### src/hdl/cll_pkg.sv
// types, codes and constants of the code lock with lockout
package cll_pkg;

    localparam int CODE_W     = 14;
    localparam int MASTER_W   = 27;
    localparam int CFG_W      = 27;
    localparam int CFG_IDX_W  = 1;
    localparam int FAIL_W     = 4;

    localparam logic [FAIL_W-1:0] MAX_FAILURES = 4'd3;
    localparam logic [FAIL_W-1:0] FAIL_LIMIT   = 4'd15;
    // fail_count shown by a wrong code that blocks the lock
    localparam logic [1:0] FAIL_AT_BLOCK =
        (MAX_FAILURES > 4'd3) ? 2'd3 : MAX_FAILURES[1:0];

    // register indexes
    localparam logic [CFG_IDX_W-1:0] REG_INITIAL_CODE = 1'd0;
    localparam logic [CFG_IDX_W-1:0] REG_UNLOCK_CODE  = 1'd1;

    // opcodes
    localparam logic [1:0] OP_OPEN   = 2'd0;
    localparam logic [1:0] OP_CLOSE  = 2'd1;
    localparam logic [1:0] OP_UNLOCK = 2'd2;
    localparam logic [1:0] OP_CHANGE = 2'd3;

    // status codes
    localparam logic [3:0] ST_OPENED         = 4'd0;
    localparam logic [3:0] ST_ALREADY_OPEN   = 4'd1;
    localparam logic [3:0] ST_BLOCKED        = 4'd2;
    localparam logic [3:0] ST_WRONG_CODE     = 4'd3;
    localparam logic [3:0] ST_WRONG_BLOCKED  = 4'd4;
    localparam logic [3:0] ST_CLOSED         = 4'd5;
    localparam logic [3:0] ST_ALREADY_CLOSED = 4'd6;
    localparam logic [3:0] ST_UNLOCKED       = 4'd7;
    localparam logic [3:0] ST_NOT_BLOCKED    = 4'd8;
    localparam logic [3:0] ST_WRONG_MASTER   = 4'd9;
    localparam logic [3:0] ST_NOT_OPEN       = 4'd10;
    localparam logic [3:0] ST_CHANGE_STEP    = 4'd11;
    localparam logic [3:0] ST_CODE_CHANGED   = 4'd12;
    localparam logic [3:0] ST_CHANGE_FAILED  = 4'd13;

    typedef struct packed {
        logic [1:0]          opcode;
        logic [CODE_W-1:0]   code_attempt;
        logic [MASTER_W-1:0] unlock_attempt;
        logic [CODE_W-1:0]   old_code;
        logic [CODE_W-1:0]   new_code;
    } cmd_t;

    typedef struct packed {
        logic [3:0] status;
        logic [1:0] fail_count;
    } res_t;

    typedef struct packed {
        logic              is_open;
        logic              is_blocked;
        logic [FAIL_W-1:0] failures;
        logic [CODE_W-1:0] current_code;
        logic [CODE_W-1:0] pending_code;
        logic              pending_valid;
    } lock_state_t;

endpackage

### src/hdl/cll_eval.sv
// decision logic for one command: result and next lock state
module cll_eval (
    input  cll_pkg::cmd_t                   cmd,
    input  cll_pkg::lock_state_t            state,
    input  logic [cll_pkg::MASTER_W-1:0]    unlock_code,
    output cll_pkg::lock_state_t            state_next,
    output cll_pkg::res_t                   res
);

    logic [cll_pkg::FAIL_W-1:0] fail_inc;
    logic [3:0]                 status;

    assign fail_inc = (state.failures < cll_pkg::FAIL_LIMIT) ?
                      state.failures + 1'b1 : state.failures;

    always_comb
    begin
        state_next = state;
        status     = cll_pkg::ST_NOT_OPEN;
        case (cmd.opcode)
            cll_pkg::OP_OPEN:
            begin
                if (state.is_blocked)
                    status = cll_pkg::ST_BLOCKED;
                else if (state.is_open)
                    status = cll_pkg::ST_ALREADY_OPEN;
                else if (cmd.code_attempt == state.current_code)
                begin
                    state_next.is_open  = 1'b1;
                    state_next.failures = '0;
                    status              = cll_pkg::ST_OPENED;
                end
                else
                begin
                    state_next.failures = fail_inc;
                    if (fail_inc >= cll_pkg::MAX_FAILURES)
                    begin
                        state_next.is_blocked = 1'b1;
                        status                = cll_pkg::ST_WRONG_BLOCKED;
                    end
                    else
                        status = cll_pkg::ST_WRONG_CODE;
                end
            end
            cll_pkg::OP_CLOSE:
            begin
                if (state.is_blocked)
                    status = cll_pkg::ST_BLOCKED;
                else if (!state.is_open)
                    status = cll_pkg::ST_ALREADY_CLOSED;
                else
                begin
                    state_next.is_open = 1'b0;
                    status             = cll_pkg::ST_CLOSED;
                end
            end
            cll_pkg::OP_UNLOCK:
            begin
                if (!state.is_blocked)
                    status = cll_pkg::ST_NOT_BLOCKED;
                else if (cmd.unlock_attempt == unlock_code)
                begin
                    state_next.is_blocked = 1'b0;
                    state_next.failures   = '0;
                    status                = cll_pkg::ST_UNLOCKED;
                end
                else
                    status = cll_pkg::ST_WRONG_MASTER;
            end
            cll_pkg::OP_CHANGE:
            begin
                if (!state.is_open)
                    status = cll_pkg::ST_NOT_OPEN;
                else if (!state.pending_valid && cmd.old_code == state.current_code)
                begin
                    state_next.pending_code  = cmd.new_code;
                    state_next.pending_valid = 1'b1;
                    status                   = cll_pkg::ST_CHANGE_STEP;
                end
                else if (state.pending_valid && state.pending_code == cmd.new_code)
                begin
                    state_next.current_code  = cmd.new_code;
                    state_next.pending_valid = 1'b0;
                    status                   = cll_pkg::ST_CODE_CHANGED;
                end
                else
                begin
                    state_next.pending_valid = 1'b0;
                    status                   = cll_pkg::ST_CHANGE_FAILED;
                end
            end
            default:
            begin
                state_next = state;
                status     = cll_pkg::ST_NOT_OPEN;
            end
        endcase
    end

    // count saturates at three in the result
    assign res.status     = status;
    assign res.fail_count = (state_next.failures > 4'd3) ? 2'd3 : state_next.failures[1:0];

endmodule

### src/hdl/cll_state.sv
// lock state and configuration registers
module cll_state (
    input  logic                            clk,
    input  logic                            rst_n,
    input  logic                            upd,
    input  cll_pkg::lock_state_t            state_next,
    input  logic                            cfg_we,
    input  logic [cll_pkg::CFG_IDX_W-1:0]   cfg_index,
    input  logic [cll_pkg::CFG_W-1:0]       cfg_wdata,
    output cll_pkg::lock_state_t            state,
    output logic [cll_pkg::MASTER_W-1:0]    unlock_code
);

    cll_pkg::lock_state_t              state_reg;
    logic [cll_pkg::MASTER_W-1:0]      unlock_code_reg;

    always_ff @(posedge clk or negedge rst_n)
    begin
        if (!rst_n)
        begin
            state_reg       <= '0;
            unlock_code_reg <= '0;
        end
        else
        begin
            if (upd)
                state_reg <= state_next;
            // initial code goes straight into the current code
            if (cfg_we && cfg_index == cll_pkg::REG_INITIAL_CODE)
                state_reg.current_code <= cfg_wdata[cll_pkg::CODE_W-1:0];
            if (cfg_we && cfg_index == cll_pkg::REG_UNLOCK_CODE)
                unlock_code_reg <= cfg_wdata[cll_pkg::MASTER_W-1:0];
        end
    end

    assign state       = state_reg;
    assign unlock_code = unlock_code_reg;

endmodule

### src/hdl/code_lock_with_lockout_core.sv
// code lock with lockout: input register, decision logic, result register
// an item waits in cmd_reg; its result enters res_reg when that slot is free or emptying
// throughput: one item per cycle unless a result stalls; state loop closes via cll_eval
// the input stage keeps taking items while a result waits, as long as one slot is free
// reset (rst_n, async, active low): lock closed, not blocked, no failures, no pending
// change, current code and master code zero, both stages empty
module code_lock_with_lockout_core (
    input  logic                            clk,
    input  logic                            rst_n,
    input  logic                            in_valid,
    output logic                            in_ready,
    input  cll_pkg::cmd_t                   cmd,
    output logic                            out_valid,
    input  logic                            out_ready,
    output cll_pkg::res_t                   result,
    input  logic                            cfg_we,
    input  logic [cll_pkg::CFG_IDX_W-1:0]   cfg_index,
    input  logic [cll_pkg::CFG_W-1:0]       cfg_wdata
);

    logic                           in_valid_reg;
    cll_pkg::cmd_t                  cmd_reg;
    logic                           out_valid_reg;
    cll_pkg::res_t                  res_reg;
    logic                           advance;
    cll_pkg::lock_state_t           state;
    cll_pkg::lock_state_t           state_next;
    cll_pkg::res_t                  res_next;
    logic [cll_pkg::MASTER_W-1:0]   unlock_code;

    // the held item moves on when the result slot is free or being emptied
    assign advance  = in_valid_reg && (!out_valid_reg || out_ready);
    assign in_ready = !in_valid_reg || advance;

    always_ff @(posedge clk or negedge rst_n)
    begin
        if (!rst_n)
        begin
            in_valid_reg  <= 1'b0;
            out_valid_reg <= 1'b0;
        end
        else
        begin
            if (in_ready)
                in_valid_reg <= in_valid;
            if (advance)
                out_valid_reg <= 1'b1;
            else if (out_ready)
                out_valid_reg <= 1'b0;
        end
    end

    always_ff @(posedge clk)
    begin
        if (in_ready && in_valid)
            cmd_reg <= cmd;
        if (advance)
            res_reg <= res_next;
    end

    cll_eval u_eval (
        .cmd         (cmd_reg),
        .state       (state),
        .unlock_code (unlock_code),
        .state_next  (state_next),
        .res         (res_next)
    );

    cll_state u_state (
        .clk         (clk),
        .rst_n       (rst_n),
        .upd         (advance),
        .state_next  (state_next),
        .cfg_we      (cfg_we),
        .cfg_index   (cfg_index),
        .cfg_wdata   (cfg_wdata),
        .state       (state),
        .unlock_code (unlock_code)
    );

    assign out_valid = out_valid_reg;
    assign result    = res_reg;

endmodule

### config.mk
export PLATFORM = sky130hd
export DESIGN_NAME = code_lock_with_lockout_core
export DESIGN_NICKNAME = d
export VERILOG_FILES = /design/src/hdl/cll_pkg.sv /design/src/hdl/cll_eval.sv /design/src/hdl/cll_state.sv /design/src/hdl/code_lock_with_lockout_core.sv
export SDC_FILE = /design/constraint.sdc
export NUM_CORES = 1
export LEC_CHECK = 0
export BUFFER_PORTS_ARGS = -buffer_cell sky130_fd_sc_hd__buf_2
export CORE_UTILIZATION = 25
export DETAILED_ROUTE_END_ITERATION = 8
export RECOVER_POWER = 100
export SYNTH_ARGS = -nofsm -noshare
export SYNTH_HDL_FRONTEND = slang
export SYNTH_HIERARCHICAL = 1
export SYNTH_SLANG_ARGS = --single-unit
export TNS_END_PERCENT = 50
### constraint.sdc
create_clock -name clk -period 6.8 [get_ports clk]
set_input_delay 1.02 -clock clk [delete_from_list [all_inputs] [get_ports clk]]
set_output_delay 1.02 -clock clk [all_outputs]
set_load 0.01 [all_outputs]
-- Word level (Yosys, flattened, before mapping)
Index checks and enable logic that the tools add are counted.
- flip-flop bits (word level): 141
- output and inout bits: 8
- bits of input ports: 104
- logic and storage cells: 89
- reduce and logical (&&, ||, !) cells: 24
- add/subtract/negate cells: 1
- equality and inequality tests: 10
- bitwise operators: 1
- multiplexer cells: 34
- $lt $le $gt $ge: 3
- operators with widths (cell ; number):
    $mux 29 ; 3
    $mux 14 ; 4
    $eq 14x14->1 ; 3
    $mux 4 ; 7
    $eq 27x27->1 ; 1
    $pmux 4 s4 ; 1
    $reduce_bool 2->1 ; 7
    $mux 3 ; 4
    $mux 6 ; 2
    $mux 5 ; 2
    $pmux 5 s2 ; 1
    $mux 1 ; 8
    $reduce_and 4->1 ; 2
    $logic_and 1x1->1 ; 6
    $reduce_and 5->1 ; 1
    $add 4x1->4 const B ; 1
    $eq 2x2->1 const B ; 2
    $ge 4x2->1 const B ; 1
    $gt 4x2->1 const B ; 1
    $lt 4x4->1 const B ; 1
    $ne 2x2->1 const B ; 2
    $logic_not 1->1 ; 3
    $reduce_and 3->1 ; 1
    $eq 2x1->1 const B ; 1
    other kinds (7) ; 8

-- Depth between registers and ports, before layout
- word-level depth: 9
- gate-level depth with buffers: 8
- mapped depth without buffers: 8

-- By module
The synthesis kept the hierarchy.
- modules (own cells, without submodules) (module ; cells each ; sequential area each (µm²) ; area an instance (µm²) ; instances):
    cll_state ; 147 ; 1551.5 ; 2536.2 ; 1
    code_lock_with_lockout_core ; 85 ; 2362.3 ; 2416.1 ; 1
    cll_eval ; 203 ; 0.0 ; 1582.8 ; 1

-- Least setup slack after synthesis
OpenSTA, ideal clock, no wires.
- kind: register to register
- from: reg cmd_reg[10] in the netlist's numbering
- to: reg u_state.state_reg, in the netlist u_state/state[18]
- stages on the path, launching flop included: 9
- path buffers: 1
- path slack: 4.431 ns
- arrival: 2.244 ns
- clock period less this slack: 2.369 ns
- data required time: 6.675 ns
- library setup time: 0.125 ns
- cells stage by stage: edfxtp_1 xnor2_1 nand4_1 nor4_1 nand2b_1 buf_1 mux2_1 mux2_4 mux2_4
- longest elaborated chain between the ends: 4
- RTL lines (what ; RTL line ; text):
    from (decl) ; code_lock_with_lockout_core.sv:22 ; cll_pkg::cmd_t cmd_reg;
    from (signal assigned) ; code_lock_with_lockout_core.sv:56 ; cmd_reg <= cmd;
    $eq 14x14->1 ; cll_eval.sv:80 ; else if (state.pending_valid && state.pending_code == cmd.new_code)
    $logic_and 1x1->1 ; cll_eval.sv:80 ;
    $reduce_bool 2->1 (no source line) ; - ;
    $reduce_and 5->1 (no source line) ; - ;
    to (signal assigned) ; cll_state.sv:27 ; state_reg <= state_next;
    to (decl) ; cll_state.sv:14 ; cll_pkg::lock_state_t state_reg;
No other way between the ends.
A chain may end at the register's enable or synchronous reset.

==> summary.md <==
| Metric | Value |
|---|---|
| Cts hold-fix bufs | `0` |
| Die height | `between 150 and 200 um` |
| Initial Util | `about 26%` |
| Critical path fanouts, max | `64` |
| Post-synthesis cell count | `about 440` |
| FFs w/ async S/R, synth | `about 45%` |
| Clock Skews | `around 0.0085 ns` |
| Clk slew on worst S/H paths | `approximately 0.060 ns` |
| Crit path buf inv count | `2` |
| Antenna diode count | `0` |
| P&R area growth vs syn | `21.5%` |
| Clk_lat worst skew | `roughly 0.42 ns` |
| Fmax | `around 240 MHz` |
| Max-cap violation count | `4` |
| DR vias/cell | `about 4.3` |
| Delay-heaviest family, CP | `buffers and inverters` |
| Avg WL per Cell | `~16 um` |
| First-pass GRT wire length | `about 23 mm` |
| Failing checks | `capacitance limit, slew limit` |
| Mapped cell area | `about 6500 sq um` |
| Clock H-tree levels | `4` |
| CTS Root Buffer Type | `clkbuf_16` |
| # nets final | `approximately 660` |
| WP data required | `approximately 6.5 ns` |
| Via count | `slightly below 4,000` |
| Arr. time, crit path | `around 3.8 ns` |
| Top Ports | `between 100 and 150` |
| Status | `complete, but fails checks` |
| #FFs+latches synth | `roughly 140` |
| Num rows | `58` |
| Power Dens Cells | `around 300 nW/um^2` |
| Fin crit period | `between 4 and 5 ns` |
| Setup_tns | `0 ns` |
| Main flop type after synthesis | `edfxtp_1` |
| Critical-path top delay cell | `clkbuf_1` |
| Total wire length | `approximately 15 mm` |
| Largest cells by area after synthesis | `edfxtp_1 35%, dfrtp_1 25%, mux2_2 14%` |
| Critical Path End Type | `asynchronous set/reset pin` |
| GRT Overall Usage | `approximately an eighth` |
| Final Slew Violations | `approximately 190` |
| Initial antenna violation count | `0` |
| Inserted Clock Buffers | `17` |
| DR iter-0 viols | `between 200 and 250` |
| TritonCTS sink count | `roughly 140` |
| Area taken by multi-input logic gates | `around 2400 sq um` |
| Endpoints failing setup | `0` |
| Hold Crit Class | `flop to flop` |
| Startpoint types | `input port` |
| Setup Fix Bufs, Post-CTS | `0` |
| CTS tree | `done` |
| Sequential element share of the synthesized area | `between 50% and 60%` |
| Top-area cell type share of the netlist area | `a little over a third` |
| Warnings from Yosys | `6` |
| Register area | `about 3900 sq um` |
| DRC viols | `0` |
| RSZ-0062 raised after global routing | `false` |
| Number of synthesized flops with an enable pin | `77` |
| Total die area | `around 27,000 sq um` |
| Final hold violation count | `0` |
| CTS Buffer Depth | `2` |
| HPWL after DPL | `about 10 mm` |
| Pleak | `a little over 3 nW` |
| Placer congestion estimate | `around 0.73` |
| Die X | `164 um` |
| Worst rel slew slack | `-151%` |
| DR pass1 iterations | `4` |
| Final hold slack | `slightly below 0.5 ns` |
| Slew @ Worst Pin | `around 3.8 ns` |
| Congestion Overflow GR | `0` |
| Peak VDD IR | `between 150 and 200 uV` |
| Post-route core utilization | `a little under a third` |
| Critical path class | `input port to asynchronous set/reset pin` |
| Yosys cell types | `just over 50` |
| Fillers | `roughly 2,600` |
| Core ar. | `approximately 25,000 sq um` |
| PostCTS Resize Cnt | `0` |
| Syn nets | `540` |
| Largest net degree at the start of global routing | `just over 70` |
| Crit share post-route | `a little over 60%` |
| Port bufs | `111` |
| Remaining antenna violation count after routing | `0` |
| Mean Syn Cell Area | `15.0 sq um` |
| Largest register FFs | `71` |
| Vias in the first global route | `a little under 4,000` |
| Dominant cell type by area after synthesis | `edfxtp_1` |
| Fraction of layout cells with a size suffix above 1 | `between 30 and 40%` |
| Critical-path cell list | `buf_2 > clkbuf_1` |
| CP max stage delay | `2.63 ns` |
==> synth_stat cells, types with 3 or more instances <==
cell and instances:
mux2_2 79, edfxtp_1 77, dfrtp_1 64, xnor2_1 61
a21oi_1 15, mux2_4 14, nand2_1 14, nand4_1 14
mux2_1 11, xor2_1 7, nand2b_1 6, nor2_1 6
inv_1 5, buf_4 4, nand3_1 4, nor3_1 4
nor4_1 4, buf_2 3, o21bai_1 3
==> final timing paths <==
| path | start | depth (start not counted) | slack, ns | endpoint |
|---|---|---|---|---|
| max in group clk | out_ready | 3 | 3.01 | cmd_reg[48]$_DFFE_PP_ |
| worst min-delay path | in_valid_reg$_DFFE_PN0P_ | 1 | 0.49 | out_valid$_DFFE_PN0P_ |
| worst min register to register | in_valid_reg$_DFFE_PN0P_ | 1 | 0.49 | out_valid$_DFFE_PN0P_ |
| worst max-delay path | rst_n | 2 | 2.69 | u_state/state[13]$_DFFE_PN0P_ |
| worst max register to register | out_valid$_DFFE_PN0P_ | 2 | 3.31 | cmd_reg[48]$_DFFE_PP_ |
| min in group asynchronous | rst_n | 2 | 2.01 | u_state/unlock_code[19]$_DFFE_PN0P_ |
==> logic make-up after synthesis <==
kind of cell | share of synthesized area [%]
buf+inv | 1.68
xor+xnor | 9.36
simple gates | 6.62
fa+ha+maj | 0.191
mux | 18.7
compound gates | 3.52
flops | 59.9
==> layout make-up <==
type | count | area share, %
flip-flops and latches | 141 | 49.3
clock inverters | 13 | 2.06
clock buffers | 19 | 5.45
repair buffers | 114 | 6.90
well taps | 330 | 5.20
inverters | 5 | 0.236
multi-input cells | 278 | 30.8
==> report_power, final <==
| group | switching (mW) | internal (mW) | total, mW |
|---|---|---|---|
| clock | 0.369 | 0.579 | 0.947 |
| combinational | 0.135 | 0.179 | 0.315 |
| sequential | 0.0813 | 0.996 | 1.08 |
==> through the flow <==
stage	setup WS (ns)	cells	power, mW	instance area, sq um
CTS	3.99	900	2.39	8030
floorplan	4.43	435	1.32	6540
global route	1.92	900	2.44	7940
detailed placement	4.03	868	1.43	7440
finish	2.69	900	2.34	7940
global placement	3.93	868	1.42	7440
==> placed cells by master, fill, tap and decap left out, types with 2 or more instances in the layout <==
master	instances
inv_1	5
xnor2_1	61
a211oi_1	2
buf_2	93
and2_1	2
nor2_1	6
mux2_2	79
nand3b_1	2
mux2_4	7
nand2b_1	6
nand3_1	4
nor4_1	6
xor2_1	7
inv_6	3
clkinvlp_4	4
clkbuf_16	17
nand4_1	14
o21ai_0	3
dfrtp_1	64
clkbuf_1	22
a21o_1	2
nand2_1	15
bufinv_16	3
edfxtp_1	77
o21bai_1	3
mux2_1	18
nor3_1	4
a21oi_1	15
and3_1	2
==> per-layer routing <==
layer | wire length [um] | track usage, % | up-vias
li1 | - | - | 1858
met1 | 6670 | 15.0 | 1872
met2 | 7200 | 18.9 | 96
met3 | 668 | 3.53 | 16
met4 | 254 | 4.17 | 0
met5 | 0 | 0 | -
Note: power is estimated with default switching activity, not from simulation.
